==> src/hw/rtl/pcpr_pkg.sv <==
// shared types and constants of the packet resequencer
// no dependencies
`default_nettype none

package pcpr_pkg;

  localparam int CH_W              = 5;
  localparam int EV_W              = 31;
  localparam int HANDLE_W          = 16;
  localparam int CFG_W             = 32;
  // pending depth is at most 32, so a slot offset fits five bits
  localparam int REM_W             = 5;
  localparam int DEF_CHANNELS      = 32;
  localparam int DEF_PENDING_DEPTH = 8;
  localparam int QUEUE_DEPTH       = 2;

  typedef enum logic {
    REL_IN_ORDER = 1'b0,
    REL_LOSS     = 1'b1
  } release_kind_e;

  typedef struct packed {
    logic [CH_W-1:0]     channel;
    logic [EV_W-1:0]     event_number;
    logic [HANDLE_W-1:0] buffer_handle;
  } req_t;

  typedef struct packed {
    logic [CH_W-1:0]     out_channel;
    logic [EV_W-1:0]     out_event;
    logic [HANDLE_W-1:0] out_handle;
    release_kind_e       release_kind;
    logic                last_of_run;
  } res_t;

  // request plus its slot offset (event mod pending depth)
  typedef struct packed {
    req_t             req;
    logic [REM_W-1:0] rem;
  } entry_t;

endpackage

`default_nettype wire

==> src/hw/rtl/pcpr_queue.sv <==
// short request queue between front end and back end
// depends on pcpr_pkg
`default_nettype none

module pcpr_queue (
  input  logic             clk_i,
  input  logic             rst_ni,
  input  logic             push_i,
  input  pcpr_pkg::entry_t entry_i,
  input  logic             pop_i,
  output logic             valid_o,
  output logic             full_o,
  output pcpr_pkg::entry_t head_o
);

  import pcpr_pkg::*;

  localparam int PtrW = (QUEUE_DEPTH > 1) ? $clog2(QUEUE_DEPTH) : 1;
  localparam int CntW = $clog2(QUEUE_DEPTH + 1);

  function automatic logic [PtrW-1:0] ptr_inc(input logic [PtrW-1:0] p);
    return (p == PtrW'(QUEUE_DEPTH - 1)) ? '0 : p + PtrW'(1);
  endfunction

  entry_t          mem_q [QUEUE_DEPTH];
  logic [PtrW-1:0] wr_ptr_q;
  logic [PtrW-1:0] rd_ptr_q;
  logic [CntW-1:0] count_q;

  assign valid_o = (count_q != '0);
  assign full_o  = (count_q == CntW'(QUEUE_DEPTH));
  assign head_o  = mem_q[rd_ptr_q];

  always_ff @(posedge clk_i) begin
    if (push_i) begin
      mem_q[wr_ptr_q] <= entry_i;
    end
  end

  always_ff @(posedge clk_i or negedge rst_ni) begin
    if (!rst_ni) begin
      wr_ptr_q <= '0;
      rd_ptr_q <= '0;
      count_q  <= '0;
    end else begin
      if (push_i) begin
        wr_ptr_q <= ptr_inc(wr_ptr_q);
      end
      if (pop_i) begin
        rd_ptr_q <= ptr_inc(rd_ptr_q);
      end
      case ({push_i, pop_i})
        2'b10:   count_q <= count_q + CntW'(1);
        2'b01:   count_q <= count_q - CntW'(1);
        default: count_q <= count_q;
      endcase
    end
  end

endmodule

`default_nettype wire

==> config.mk <==
export PLATFORM = sky130hd
export DESIGN_NAME = pcpr_queue
export DESIGN_NICKNAME = d
export VERILOG_FILES = /design/src/hw/rtl/pcpr_pkg.sv /design/src/hw/rtl/pcpr_queue.sv
export SDC_FILE = /design/constraint.sdc
export NUM_CORES = 1
export LEC_CHECK = 0
export ABC_AREA = 0
export BUFFER_PORTS_ARGS = -buffer_cell sky130_fd_sc_hd__clkbuf_2
export CAP_MARGIN = 30
export CORE_AREA = 2 2 106 82
export DETAILED_ROUTE_END_ITERATION = 8
export DIE_AREA = 0 0 108 84
export PLACE_DENSITY = 0.83
export SYNTH_ARGS = -nofsm -noshare
export SYNTH_HDL_FRONTEND = slang
export SYNTH_SLANG_ARGS = --single-unit
==> constraint.sdc <==
create_clock -name clk_i -period 5.3 [get_ports clk_i]
set_input_delay 0.795 -clock clk_i [delete_from_list [all_inputs] [get_ports clk_i]]
set_output_delay 0.795 -clock clk_i [all_outputs]
set_load 0.02 [all_outputs]
==> metrics <==
Mapped Area 4375 µm²; Root Buffer clkbuf_8; r2r setup slk 3.41 ns; GRT Residual Overflow 0; Tmin final 3.226 ns; port buffer count 119; Min Hold Slack 0.1026 ns; Clk Latency, worst-skew pair 0.49 ns; post-DP HPWL 4693 µm; CP Class flop to primary output; PD cells 587.5 nW/µm²; vias in the first global route 2360; CP top delay family flip-flops; DR iter-0 viols 82; Final ANT Viol Nets 0; clk slew on worst S/H paths 0.06 ns; GP Congestion 0.6982; Bufs and invs on worst path 2; die width 108 µm; largest family of logic cells by synthesized area multiplexers; multiplexer share of the synthesized area 16.39%; #FFs+latches synth 118; Mapped Cells 193; Synth Area in Compound Gates 0%; final hold violations 0; Final Cycle Share 60.87%; Util after Layout 69.10%; status completed; Worst Tran Pin Value 0.6591 ns; Synth Net Count 255; initial core utilization 53.59%; share of post-route cells with drive strength above 1 62.46%; CP Depth 3; CP max FO 37; Final Slew Violations 0; nets 390; Crit path arrival time 2.43 ns; Clock Path Buffers 2; top-area cell type share of the netlist area 78.24%; Top FF cell, synth edfxtp_1; initial antenna violation count 0; asr flop ratio synth 3.390%; top cells by area, synth edfxtp_1 (78%), mux2_2 (9.5%), mux2_4 (6.9%), dfrtp_1 (2.3%), buf_6 (0.77%); core area 8164 µm²; die area 9072 µm²; # rows 29; Commonest cells post-synth edfxtp_1 (114), mux2_2 (37), mux2_4 (20), dfrtp_1 (4); CP Cell Sequence buf_4 > mux2_2 > clkbuf_2; Post-route DRC 0; CP endpoint kind primary output; n_diodes 0; Peak supply drop 0.3388 mV; Setup Fix Bufs, Post-CTS 0; Max-Cap Viols 0; largest net degree at the start of global routing 42; Post-Synth Adder-Cell Area 0.2860%; top-count cell post-synth edfxtp_1; Vias/cell 5.007; Tot GR Track Use 17.17%; number of H-tree levels 4; synthesized area per cell 22.67 µm²; CP max stage delay 0.79 ns; Ports 120; CTS tree yes; area grow syn2layout 28.94%; TNS Setup 0 ns; Synth area leader edfxtp_1; number of synthesized flops with an enable pin 114; post-DR wirelength/cell 16.20 µm; clk sinks 118; P_leak 2.246 nW; total CTS buffers 17; # setup viols final 0; CP Data Required Time 4.51 ns; Slew HR 56.06%; Hold Crit Class input port to asynchronous set/reset pin; slowest stage cell, crit path dfrtp_2; fillers 534; Resize count post-CTS 0; Yosys warning count 0; Post-Synth XOR/XNOR Area 1.001%; overall power 3.315 mW; worst r2r path cells 2; Setup Skew 0.007327 ns; DRT Wirelength 7273 µm; Cell variety after synth 14; DR vias 2248; RSZ-0062 raised after global routing false; first-pass GRT wire length 11320 µm; design area 5642 µm²; total placed instance area 5090 µm²; Pre-antenna DRT Iters 4; # hold bufs at CTS 0; Seq/Total Area, Yosys 80.53%; Critical Path Start Type flop; Fmax 310.0 MHz; Die H 84 µm; Simple-Gate Fraction of Synth Area 0.6005%
-- layout make-up --
| cell class | instances | area [µm²] | share of cell area, % |
|---|---|---|---|
| Sequential cell | 118 | 3525 | 62.48 |
| Clock buffer | 17 | 414.1 | 7.341 |
| Multi-Input combinational cell | 68 | 808.3 | 14.33 |
| Inverter | 1 | 3.754 | 0.06653 |
| Tap cell | 108 | 135.1 | 2.395 |
| Timing Repair Buffer | 122 | 618.1 | 10.96 |
| Clock inverter | 15 | 137.6 | 2.440 |
-- final timing paths --
kind / from / endpoint
worst max-delay path: rd_ptr_q / head_o[54]
max in group asynchronous: rst_ni / rd_ptr_q
min in group clk_i: count_q[1] / count_q[1]
worst min-delay path: rst_ni / count_q[1]
worst max register to register: wr_ptr_q / mem_q[1][16]
worst min register to register: count_q[1] / count_q[1]
-- where the power goes --
group	switching, mW	internal (mW)
registers	0.0921	1.24
clock network	0.380	0.660
logic	0.539	0.403
total	1.01	2.30
-- metal layers --
| metal | vias up | GRT usage (%) | share of wire (%) |
|---|---|---|---|
| met1 | 1115 | 19.86 | 40 |
| met3 | 8 | 7.416 | 8.7 |
| li1 | 1034 | - | - |
| met2 | 91 | 27.96 | 50 |
| met4 | 0 | 7.343 | 0.84 |
| met5 | - | 0 | 0 |
-- placed cells by master (no fill, tap or decap) --
cell	instances
bufinv_16	2
mux2_2	37
nor2b_1	1
inv_6	1
and2_2	1
inv_1	1
buf_4	3
clkinvlp_4	3
nor2_1	1
nor2_4	1
clkinv_2	6
xor2_1	3
ha_1	1
or2_2	1
dfrtp_2	1
mux2_4	20
clkinv_4	1
clkinv_1	2
xnor2_1	2
clkbuf_16	16
clkbuf_2	119
clkbuf_8	1
edfxtp_1	114
dfrtp_1	3
-- logic make-up after synthesis --
family,count (synthesis)
flip-flops,118
XOR/XNOR,5
multiplexers,57
buffers and inverters,7
AND/OR/NAND/NOR,5
adder cells (fa/ha/maj),1
-- through the flow --
| step | std cells | setup WS (ns) |
|---|---|---|
| global route | 449 | 1.939 |
| detailed placement | 417 | 2.563 |
| floorplan | 193 | 1.581 |
| CTS | 449 | 2.023 |
| global placement | 417 | 2.558 |
| finish | 449 | 2.074 |
-- sequential cells by signal, indices dropped and copies added, names as in the netlist --
register	count
mem_q	114
count_q	2
rd_ptr_q	1
wr_ptr_q	1
No activity file was read; power rests on OpenSTA's default activity.
