## src/hw/rtl/pcpr_pkg.sv

```systemverilog
// shared types and constants of the packet resequencer
// no dependencies
`default_nettype none

package pcpr_pkg;

  localparam int CH_W              = 5;
  localparam int EV_W              = 31;
  localparam int HANDLE_W          = 16;
  localparam int CFG_W             = 32;
  // pending depth is at most 32, so a slot offset fits five bits
  localparam int REM_W             = 5;
  localparam int DEF_CHANNELS      = 32;
  localparam int DEF_PENDING_DEPTH = 8;
  localparam int QUEUE_DEPTH       = 2;

  typedef enum logic {
    REL_IN_ORDER = 1'b0,
    REL_LOSS     = 1'b1
  } release_kind_e;

  typedef struct packed {
    logic [CH_W-1:0]     channel;
    logic [EV_W-1:0]     event_number;
    logic [HANDLE_W-1:0] buffer_handle;
  } req_t;

  typedef struct packed {
    logic [CH_W-1:0]     out_channel;
    logic [EV_W-1:0]     out_event;
    logic [HANDLE_W-1:0] out_handle;
    release_kind_e       release_kind;
    logic                last_of_run;
  } res_t;

  // request plus its slot offset (event mod pending depth)
  typedef struct packed {
    req_t             req;
    logic [REM_W-1:0] rem;
  } entry_t;

endpackage

`default_nettype wire

```

## src/hw/rtl/pcpr_front.sv

```systemverilog
// front end: enable register, request filter and byte-serial slot offset unit
// depends on pcpr_pkg
`default_nettype none

module pcpr_front #(
  parameter int CHANNELS      = pcpr_pkg::DEF_CHANNELS,
  parameter int PENDING_DEPTH = pcpr_pkg::DEF_PENDING_DEPTH
) (
  input  logic                         clk_i,
  input  logic                         rst_ni,
  input  logic                         cfg_we_i,
  input  logic [pcpr_pkg::CFG_W-1:0]   cfg_wdata_i,
  input  logic                         take_i,
  input  pcpr_pkg::req_t               req_i,
  input  logic                         full_i,
  output logic                         busy_o,
  output logic                         push_o,
  output pcpr_pkg::entry_t             entry_o
);

  import pcpr_pkg::*;

  localparam int ByteW = 8;
  localparam int RestW = EV_W - (ByteW - 1);
  localparam int Steps = RestW / ByteW;
  localparam int CntW  = $clog2(Steps + 1);
  localparam int VW    = REM_W + 1;

  // one byte of the remainder, msb first, one compare-subtract per bit
  function automatic logic [REM_W-1:0] rem_step(input logic [REM_W-1:0] r,
                                                input logic [ByteW-1:0] b);
    logic [VW-1:0]    v;
    logic [REM_W-1:0] acc;
    acc = r;
    for (int i = ByteW - 1; i >= 0; i--) begin
      v = {acc, b[i]};
      if (v >= VW'(PENDING_DEPTH)) begin
        v = v - VW'(PENDING_DEPTH);
      end
      acc = v[REM_W-1:0];
    end
    return acc;
  endfunction

  logic [CFG_W-1:0] enable_q;
  logic             act_q;
  logic [CntW-1:0]  cnt_q;
  req_t             req_q;
  logic [RestW-1:0] rest_q;
  logic [REM_W-1:0] rem_q;
  logic             keep;
  logic             done;

  assign keep    = (int'(req_i.channel) < CHANNELS) && enable_q[req_i.channel];
  assign done    = act_q && (cnt_q == CntW'(Steps));
  assign push_o  = done && !full_i;
  assign busy_o  = act_q && !push_o;
  assign entry_o = '{req: req_q, rem: rem_q};

  always_ff @(posedge clk_i or negedge rst_ni) begin
    if (!rst_ni) begin
      enable_q <= '0;
      act_q    <= 1'b0;
      cnt_q    <= '0;
      req_q    <= '0;
      rest_q   <= '0;
      rem_q    <= '0;
    end else begin
      if (cfg_we_i) begin
        enable_q <= cfg_wdata_i;
      end
      // disabled or out-of-range channels are taken and dropped here
      if (take_i && keep) begin
        act_q  <= 1'b1;
        cnt_q  <= '0;
        req_q  <= req_i;
        rem_q  <= rem_step('0, ByteW'(req_i.event_number[EV_W-1:RestW]));
        rest_q <= req_i.event_number[RestW-1:0];
      end else if (push_o) begin
        act_q <= 1'b0;
      end else if (act_q && !done) begin
        rem_q  <= rem_step(rem_q, rest_q[RestW-1 -: ByteW]);
        rest_q <= rest_q << ByteW;
        cnt_q  <= cnt_q + CntW'(1);
      end
    end
  end

endmodule

`default_nettype wire

```

## config.mk

```make
export PLATFORM = sky130hd
export DESIGN_NAME = pcpr_front
export DESIGN_NICKNAME = d
export VERILOG_FILES = /design/src/hw/rtl/pcpr_pkg.sv /design/src/hw/rtl/pcpr_front.sv
export SDC_FILE = /design/constraint.sdc
export NUM_CORES = 1
export LEC_CHECK = 0
export ABC_AREA = 1
export ABC_CLOCK_PERIOD_IN_PS = 3250
export BUFFER_PORTS_ARGS = -buffer_cell sky130_fd_sc_hd__buf_2
export CAP_MARGIN = 10
export CORE_MARGIN = 2
export CORE_UTILIZATION = 55
export CTS_CLUSTER_DIAMETER = 80
export CTS_CLUSTER_SIZE = 24
export DETAILED_ROUTE_END_ITERATION = 10
export PLACE_DENSITY = 0.8
export SLEW_MARGIN = 0
export SYNTH_ARGS = -nofsm -noshare
export SYNTH_HDL_FRONTEND = slang
export SYNTH_SLANG_ARGS = --single-unit
```

## constraint.sdc

```tcl
create_clock -name clk_i -period 3.25 [get_ports clk_i]
set_input_delay 0.8125 -clock clk_i [delete_from_list [all_inputs] [get_ports clk_i]]
set_output_delay 0.8125 -clock clk_i [all_outputs]
set_load 0.005 [all_outputs]
```

==> results of run 1 <==
-- flip-flops by register name, summed over array words and instances, names as in the netlist --
register / flops
rem_q: 5
cnt_q: 2
rest_q: 24
entry_o: 52
enable_q: 32
act_q: 1
-- final cells by class --
cell class	count	area share
repair buffers	154	0.127
inverters	71	0.0411
flip-flops and latches	116	0.444
multi-input cells	385	0.277
clock inverters	9	0.0195
well taps	111	0.0212
clock buffers	22	0.0708
-- metal layers --
layer  track usage  vias up  wire length, µm
met5             0        -                0
met4         0.114        0              301
met3        0.0718       28              647
met2         0.410      131             5870
met1         0.326     2042             5260
li1              -     2179                -
-- cells by family after synthesis --
group,count (synthesis),synth area share
AO/OA/AOI/OAI,43,0.0457
XOR/XNOR,1,0.00168
adder cells (fa/ha/maj),1,0.00240
buffers and inverters,104,0.0943
flip-flops,116,0.558
multiplexers,17,0.0368
AND/OR/NAND/NOR,323,0.261
-- critical path, stage by stage --
cell and delay [ps]:
buf_2 290, inv_4 150, nand2_1 90, nand3_1 80, nand3_1 100, nand3_1 80
nand3_2 110, nand3_4 300, buf_4 310, inv_2 250, nand2_1 100, nand2_1 70
-- worst max-delay path by stage --
stage,start,endpoint,slack (ps),cells past startpoint
2_1_floorplan,req_i[47],rest_q[21],1120,14
5_1_grt,req_i[47],entry_o[20],710,12
6_report,req_i[47],entry_o[5],930,12
4_1_cts,req_i[47],entry_o[5],940,12
3_3_place_gp,req_i[47],entry_o[50],570,12
3_5_place_dp,req_i[47],entry_o[12],420,12
-- cells in the mapped netlist, types with 2 or more instances --
| master | n |
|---|---|
| inv_2 | 2 |
| buf_6 | 8 |
| buf_2 | 6 |
| nand3_2 | 2 |
| a21oi_1 | 2 |
| buf_4 | 8 |
| nand3b_1 | 2 |
| buf_1 | 2 |
| o21ai_1 | 9 |
| nor2_1 | 4 |
| clkbuf_1 | 9 |
| nand4_1 | 19 |
| or2_2 | 6 |
| inv_1 | 68 |
| dfrtp_1 | 116 |
| o21ai_0 | 20 |
| o2111ai_1 | 2 |
| nand3_1 | 38 |
| o22ai_1 | 8 |
| mux2_2 | 17 |
| nand2_1 | 249 |
-- power breakdown --
group	internal, mW	switching, mW
Combinational	0.496	0.727
Clock	1.22	0.620
Sequential	1.76	0.159
Total	3.47	1.51
-- stage by stage --
stage | area, µm² | worst slack [ps]
after floorplan | 5200 | 1120
after global placement | 5950 | 572
after detailed placement | 5950 | 425
after CTS | 6540 | 944
after global routing | 6540 | 708
final | 6540 | 932
==> impl_metrics.py, run 1 <==
metrics = {
    "sta": {
        "hold_viol": 0,
        "grt_setup_unrepaired": "false",
        "hold_ws_ps": 325,
        "setup_tns_ps": 0,
        "setup_violations": 0,
        "fin_skew_ps": 7.47,
        "slew_headroom": 0.497,
        "fin_crit_ps": 2320,
        "tightest_slew_ps": 754,
        "period_share": 0.713,
        "slew_violations": 0,
        "clock.fmax_mhz": 431,
    },
    "finish": {
        "syn2layout_area_growth_pct": 25.7,
        "final_cell_mix": "nand2_1, buf_2, dfrtp_1",
        "multiInputGateArea_mm2": 0.00181,
        "fin_cells": 868,
        "diodes": 0,
        "layout-drive-gt1-share": 0.281,
        "fillers": 734,
        "final_common_cell": "nand2_1",
        "utilization": 0.711,
        "fin_nets": 835,
        "final-seq-area_mm2": 0.00290,
    },
    "cts": {
        "ctsResizeCount": 0,
        "tritoncts": "yes",
        "path_clk_slew_ps": 50,
        "cts.sinks": 116,
        "insertion_delay_ps": 510,
        "root_buffer": "clkbuf_8",
        "cts_made_buffers": 17,
        "clockBufferDepth": 2,
        "h-tree-depth": 4,
        "postCtsSetupBuffers": 0,
        "cts-hold-fix-buffers": 0,
    },
    "yosys": {
        "yosysWarningCount": 0,
        "synthTopCellsByArea": "dfrtp_1, nand2_1, inv_1, mux2_2, nand3_1",
        "syn-num-nets": 695,
        "synth_area_leader_cell": "dfrtp_1",
        "synth.top_cell.area_share": 0.558,
        "synth_area_per_cell_um2": 8.60,
        "syn_area_mm2": 0.00520,
        "syn-instance-count": 605,
        "synthDistinctLibCells": 29,
        "synth_edf_count": 0,
        "ys.flop_type": "dfrtp_1",
        "yosys_register_bits": 116,
        "seq_area_frac_synth": 0.558,
        "async_reset_ff_frac": 1.00,
    },
    "die": {
        "die_y_um": 101,
        "dieArea_mm2": 0.0103,
        "io_pins": 148,
        "die_w_um": 101,
        "initial_core_util": 0.566,
        "coreArea_mm2": 0.00920,
        "rows": 35,
    },
    "outcome": {
        "status": "finished, final reports clean",
    },
    "pwr": {
        "powerDensity_mw_per_mm2": 762,
        "peakVddDrop_v": 0.000399,
        "finalPower_mw": 4.98,
        "p_leak_nw": 3.75,
    },
    "global_routing": {
        "grt_pass1_vias": 4380,
        "grt_pass1_wl_um": 20300,
        "grtUsageTotal": 0.256,
        "antenna_found_initial": 0,
        "grt_max_degree": 69,
        "overflow": 0,
    },
    "critical_path": {
        "worstSetupEndpointType": "flop",
        "rr_startpoint": "cnt_q[0]",
        "start_kind": "input port",
        "cp.arrival_ps": 2760,
        "reg2reg_to": "rest_q[11]",
        "reg2reg_slack_ps": 1190,
        "cp.required_ps": 3690,
        "crit_fanout": 32,
        "reg2regPathDepth": 8,
        "critical_path_class": "in -> reg",
    },
    "placement": {
        "dp.cells": 837,
        "io_buffers": 147,
        "place_congestion": 0.874,
        "hpwl_um": 8260,
    },
    "flow_run": {
        "max-cap-violations": 0,
    },
    "hold_path": {
        "hp-class": "in -> async",
    },
    "detailed_routing": {
        "drt-initial-drc-count": 254,
        "ant_nets": 0,
        "routedWlPerCell_um": 13.9,
        "routed_via_density": 5.05,
        "dr.pass1.iters": 5,
        "routed_wl_um": 12100,
        "drc": 0,
        "vias": 4380,
    },
}
(Power assumes the default switching activity.)
==> run 2, diff against run 1 <==
--- a/config.mk
+++ b/config.mk
@@ -6,15 +6,15 @@
 export NUM_CORES = 1
 export LEC_CHECK = 0
 export ABC_AREA = 1
-export ABC_CLOCK_PERIOD_IN_PS = 3250
+export ABC_CLOCK_PERIOD_IN_PS = 2100
 export BUFFER_PORTS_ARGS = -buffer_cell sky130_fd_sc_hd__buf_2
 export CAP_MARGIN = 10
 export CORE_MARGIN = 2
-export CORE_UTILIZATION = 55
+export CORE_UTILIZATION = 47
 export CTS_CLUSTER_DIAMETER = 80
 export CTS_CLUSTER_SIZE = 24
 export DETAILED_ROUTE_END_ITERATION = 10
-export PLACE_DENSITY = 0.8
+export PLACE_DENSITY = 0.72
 export SLEW_MARGIN = 0
 export SYNTH_ARGS = -nofsm -noshare
 export SYNTH_HDL_FRONTEND = slang
==> constraint.sdc (replaced) <==
create_clock -name clk_i -period 2.1 [get_ports clk_i]
set_input_delay 0.525 -clock clk_i [delete_from_list [all_inputs] [get_ports clk_i]]
set_output_delay 0.525 -clock clk_i [all_outputs]
set_load 0.005 [all_outputs]
==> impl_metrics.py, run 2 (synthesized netlist as in run 1, its figures left out) <==
metrics = {
    "finish": {
        "layout-drive-gt1-share": 0.288,
        "fin_nets": 842,
        "diodes": 0,
        "largest_reg_flops": 52,
        "final_cell_mix": "nand2_1, buf_2, dfrtp_1",
        "final_common_cell": "nand2_1",
        "syn2layout_area_growth_pct": 27.9,
    },
    "critical_path": {
        "path_cells": "ha_1 > inv_1 > nor2_1 > nor2_1 > buf_2",
        "crit_fanout": 3,
        "reg2regPathDepth": 11,
        "slowest_stage": "dfrtp_1",
        "critPathMaxStageDelay_ps": 390,
        "cp_num_buf_inv": 2,
        "cp.arrival_ps": 1440,
        "cpMostUsedCell": "nor2_1",
        "start_kind": "flop",
        "cp.depth": 5,
        "cp.required_ps": 1570,
        "critical_path_class": "reg -> out",
        "worstSetupEndpointType": "primary output",
        "crit_family": "flip-flops",
    },
    "detailed_routing": {
        "ant_nets": 0,
        "routedWlPerCell_um": 13.8,
        "routed_wl_um": 12500,
        "drt-initial-drc-count": 284,
        "dr.pass1.iters": 4,
        "routed_via_density": 4.89,
        "vias": 4423,
        "drc": 0,
    },
    "global_routing": {
        "grtUsageTotal": 0.224,
        "antenna_found_initial": 0,
        "overflow": 0,
        "grt_pass1_wl_um": 20200,
        "grt_max_degree": 59,
        "grt_pass1_vias": 4369,
    },
    "die": {
        "rows": 38,
        "io_pins": 148,
        "initial_core_util": 0.480,
        "die_y_um": 109,
        "coreArea_mm2": 0.0108,
        "die_w_um": 109,
        "dieArea_mm2": 0.0119,
    },
    "sta": {
        "slew_violations": 0,
        "tightest_slew_ps": 462,
        "fin_skew_ps": 7.97,
        "postLayoutSetupSlackWorst_ps": 135,
        "fin_crit_ps": 1960,
        "slew_headroom": 0.692,
        "period_share": 0.936,
        "hold_viol": 0,
        "setup_violations": 0,
        "grt_setup_unrepaired": "false",
        "clock.fmax_mhz": 509,
    },
    "pwr": {
        "p_leak_nw": 3.80,
        "peakVddDrop_v": 0.000580,
        "powerDensity_mw_per_mm2": 1150,
        "finalPower_mw": 7.65,
    },
    "cts": {
        "cts.sinks": 116,
        "ctsResizeCount": 0,
        "clockBufferDepth": 2,
        "h-tree-depth": 4,
        "cts_made_buffers": 17,
        "root_buffer": "clkbuf_8",
        "postCtsSetupBuffers": 0,
        "path_clk_slew_ps": 50,
        "insertion_delay_ps": 520,
        "tritoncts": "yes",
    },
    "hold_path": {
        "whs_path_depth": 3,
        "hp-class": "in -> reg",
    },
    "placement": {
        "io_buffers": 147,
        "place_congestion": 0.868,
        "hpwl_um": 8780,
        "dpl_worst_slack_ps": -77.6,
    },
    "flow_run": {
        "max-cap-violations": 0,
    },
    "outcome": {
        "status": "finished, final reports clean",
    },
}
-- run 2: cell count changes in the layout (fill, tap and decap cells not counted), sizes merged --
| cell | delta |
|---|---|
| clkinvlp | -2 |
| dlygate4sd3 | +1 |
| clkbuf | +1 |
| buf | +6 |
| clkinv | +3 |
| bufinv | -1 |
-- run 2: power breakdown --
part	internal, mW	total [mW]	switching [mW]
Combinational	0.801	1.91	1.11
Clock	1.80	2.78	0.973
Sequential	2.72	2.97	0.242
-- run 2: timing repair --
item	4_1_cts	5_1_grt
setup endpoints to repair	0	0
hold endpoints to repair	23	0
hold buffers	1	0
-- run 2: layout make-up --
cell class / count / area (µm²)
inverters: 71 / 269
flip-flops and latches: 116 / 2900
repair buffers: 161 / 921
clock buffers: 23 / 477
well taps: 140 / 175
multi-input cells: 385 / 1810
fillers: 959 / 4180
clock inverters: 9 / 101
-- run 2: path summary, 6_finish.rpt --
path	startpoint	end	slack, ps
min reg2reg	entry_o[37]	entry_o[37]	460
min in group asynchronous	rst_ni	entry_o[32]	490
max reg2reg	enable_q[3]	entry_o[8]	400
min	req_i[8]	entry_o[13]	200
max	cnt_q[0]	busy_o	140
max in group asynchronous	rst_ni	entry_o[21]	1000
-- run 2: routing by layer --
layer / track usage / routed length, µm / vias up / share of wire
li1: - / - / 2191 / -
met1: 0.282 / 5310 / 2060 / 0.43
met2: 0.361 / 6040 / 148 / 0.48
met3: 0.0663 / 833 / 24 / 0.067
met4: 0.0949 / 284 / 0 / 0.023
met5: 0 / 0 / - / 0
-- run 2: metrics by stage --
stage	area [µm²]	hold WS [ps]	setup TNS, ps	util	instances
after floorplan	5200	229	0	-	605
after global placement	6070	449	0	0.560	872
after detailed placement	6070	454	-1300	0.560	872
after CTS	6660	172	0	0.614	905
after global routing	6660	187	0	0.614	905
final	6660	198	0	0.614	905
-- run 2: worst reg2reg max path, stage by stage, from the launching register on --
cell and delay, ps:
dfrtp_1 340, inv_1 50, nand2_1 60, o211ai_1 90, nand3_1 80, nand3_1 90
nand3_2 110, nand3_4 170, buf_12 210, inv_2 260, nand2_1 110, nand2_1 70
==> run 3, diff against run 2 <==
--- a/config.mk
+++ b/config.mk
@@ -6,15 +6,16 @@
 export NUM_CORES = 1
 export LEC_CHECK = 0
 export ABC_AREA = 1
-export ABC_CLOCK_PERIOD_IN_PS = 2100
+export ABC_CLOCK_PERIOD_IN_PS = 2310
 export BUFFER_PORTS_ARGS = -buffer_cell sky130_fd_sc_hd__buf_2
 export CAP_MARGIN = 10
 export CORE_MARGIN = 2
-export CORE_UTILIZATION = 47
+export CORE_UTILIZATION = 55
 export CTS_CLUSTER_DIAMETER = 80
 export CTS_CLUSTER_SIZE = 24
 export DETAILED_ROUTE_END_ITERATION = 10
-export PLACE_DENSITY = 0.72
+export HOLD_SLACK_MARGIN = 0.06
+export PLACE_DENSITY = 0.8
 export SLEW_MARGIN = 0
 export SYNTH_ARGS = -nofsm -noshare
 export SYNTH_HDL_FRONTEND = slang
==> constraint.sdc (replaced) <==
create_clock -name clk_i -period 2.31 [get_ports clk_i]
set_input_delay 0.5775 -clock clk_i [delete_from_list [all_inputs] [get_ports clk_i]]
set_output_delay 0.5775 -clock clk_i [all_outputs]
set_load 0.05 [all_outputs]
==> impl_metrics.py, run 3 (synthesized netlist as in run 1, its figures left out) <==
metrics = {
    "pwr": {
        "powerDensity_mw_per_mm2": 1200,
        "p_leak_nw": 3.80,
        "combPwrFrac": 0.318,
        "swShare": 0.365,
        "p_clk_frac": 0.344,
        "peakVddDrop_v": 0.000671,
        "power_switching_mw": 2.91,
        "pwr-share-seq": 0.338,
        "intPower_mw": 5.07,
    },
    "hold_path": {
        "hp-class": "in -> reg",
    },
    "critical_path": {
        "crit_fanout": 3,
        "cp.required_ps": 1730,
        "worstSetupEndpointType": "primary output",
        "cp.arrival_ps": 1580,
        "start_kind": "flop",
        "critical_path_class": "reg -> out",
    },
    "sta": {
        "slew_headroom": 0.546,
        "fin_skew_ps": 6.18,
        "hold_viol": 0,
        "setup_violations": 0,
        "fin_crit_ps": 2150,
        "setup_tns_ps": 0,
        "tightest_slew_ps": 680,
        "grt_setup_unrepaired": "false",
        "postLayoutSetupSlackWorst_ps": 157,
        "slew_violations": 0,
        "period_share": 0.932,
        "clock.fmax_mhz": 464,
    },
    "finish": {
        "utilization": 0.720,
        "fin_nets": 842,
        "final_cell_mix": "nand2_1, buf_2, dfrtp_1",
        "largest_reg_flops": 52,
        "syn2layout_area_growth_pct": 27.3,
        "final_common_cell": "nand2_1",
        "multiInputGateArea_mm2": 0.00181,
        "diodes": 0,
        "final-seq-area_mm2": 0.00290,
        "final_area_mm2": 0.00662,
        "layout-drive-gt1-share": 0.285,
        "fillers": 696,
        "fin_cells": 875,
    },
    "global_routing": {
        "overflow": 0,
        "grtUsageTotal": 0.258,
        "grt_pass1_wl_um": 20700,
        "grt_pass1_vias": 4432,
        "grt_max_degree": 51,
        "antenna_found_initial": 0,
    },
    "detailed_routing": {
        "dr.pass1.iters": 5,
        "routed_wl_um": 12400,
        "routed_via_density": 5.13,
        "ant_nets": 0,
        "vias": 4488,
        "routedWlPerCell_um": 14.2,
        "drc": 0,
        "drt-initial-drc-count": 259,
    },
    "cts": {
        "postCtsSetupBuffers": 0,
        "root_buffer": "clkbuf_8",
        "h-tree-depth": 4,
        "ctsResizeCount": 0,
        "cts_made_buffers": 17,
        "insertion_delay_ps": 490,
        "tritoncts": "yes",
        "clockBufferDepth": 2,
        "cts-hold-fix-buffers": 1,
        "path_clk_slew_ps": 50,
        "cts.sinks": 116,
    },
    "placement": {
        "place_area_mm2": 0.00599,
        "place_congestion": 0.968,
        "dp.cells": 843,
        "io_buffers": 147,
        "dpl_worst_slack_ps": 130,
        "hpwl_um": 8690,
    },
    "outcome": {
        "status": "finished, final reports clean",
    },
    "die": {
        "coreArea_mm2": 0.00920,
        "dieArea_mm2": 0.0103,
        "io_pins": 148,
        "initial_core_util": 0.566,
        "die_y_um": 101,
        "die_w_um": 101,
        "rows": 35,
    },
    "flow_run": {
        "max-cap-violations": 0,
    },
}
[run 3: changes by cell type in the layout (fill, tap and decap cells not counted)]
cell / delta
buf_12: -3
buf_4: +3
bufinv_16: +3
clkbuf_1: +1
clkbuf_8: -3
clkinv_2: -2
clkinv_4: -1
clkinvlp_4: +1
[run 3: per-layer routing]
metal / GRT usage / vias to the layer above / share of wire
li1: - / 2191 / -
met1: 0.343 / 2130 / 0.44
met2: 0.421 / 147 / 0.49
met3: 0.0566 / 20 / 0.055
met4: 0.0873 / 0 / 0.015
met5: 0 / - / 0
[run 3: path summary, 6_finish.rpt]
| check | from | to | slack [ps] | cells after the start |
|---|---|---|---|---|
| worst max-delay path | cnt_q[0] | busy_o | 160 | 5 |
| worst min-delay path | req_i[15] | entry_o[20] | 270 | 3 |
| worst max register to register | cnt_q[0] | rest_q[13] | 440 | 7 |
| worst min register to register | entry_o[33] | entry_o[33] | 460 | 2 |
| max in group asynchronous | rst_ni | entry_o[56] | 1080 | 3 |
| min in group asynchronous | rst_ni | enable_q[7] | 590 | 2 |
[run 3: cell type report]
cell class,instances,share of cell area
flip-flops and latches,116,0.438
multi-input cells,385,0.273
repair buffers,161,0.133
clock buffers,21,0.0663
inverters,71,0.0406
clock inverters,10,0.0272
well taps,111,0.0210
[run 3: worst max-delay path, stage by stage (launching register included)]
cell and delay [ps]:
dfrtp_1 390, ha_1 230, inv_1 80, nor2_1 50
nor2_1 70, buf_2 260
[run 3: through the flow]
step | hold WS [ps] | power, mW
2_1_floorplan | 282 | 4.61
3_3_place_gp | 448 | 5.17
3_5_place_dp | 453 | 5.24
4_1_cts | 259 | 8.02
5_1_grt | 265 | 8.45
6_report | 275 | 7.97
[run 3: power groups by stage]
stage	registers, mW	clock network (mW)	logic (mW)
after floorplan	3.45	0	1.16
after global placement	2.70	0	2.47
after detailed placement	2.72	0	2.52
after CTS	2.69	2.78	2.55
after global routing	2.74	2.88	2.83
final	2.69	2.75	2.54
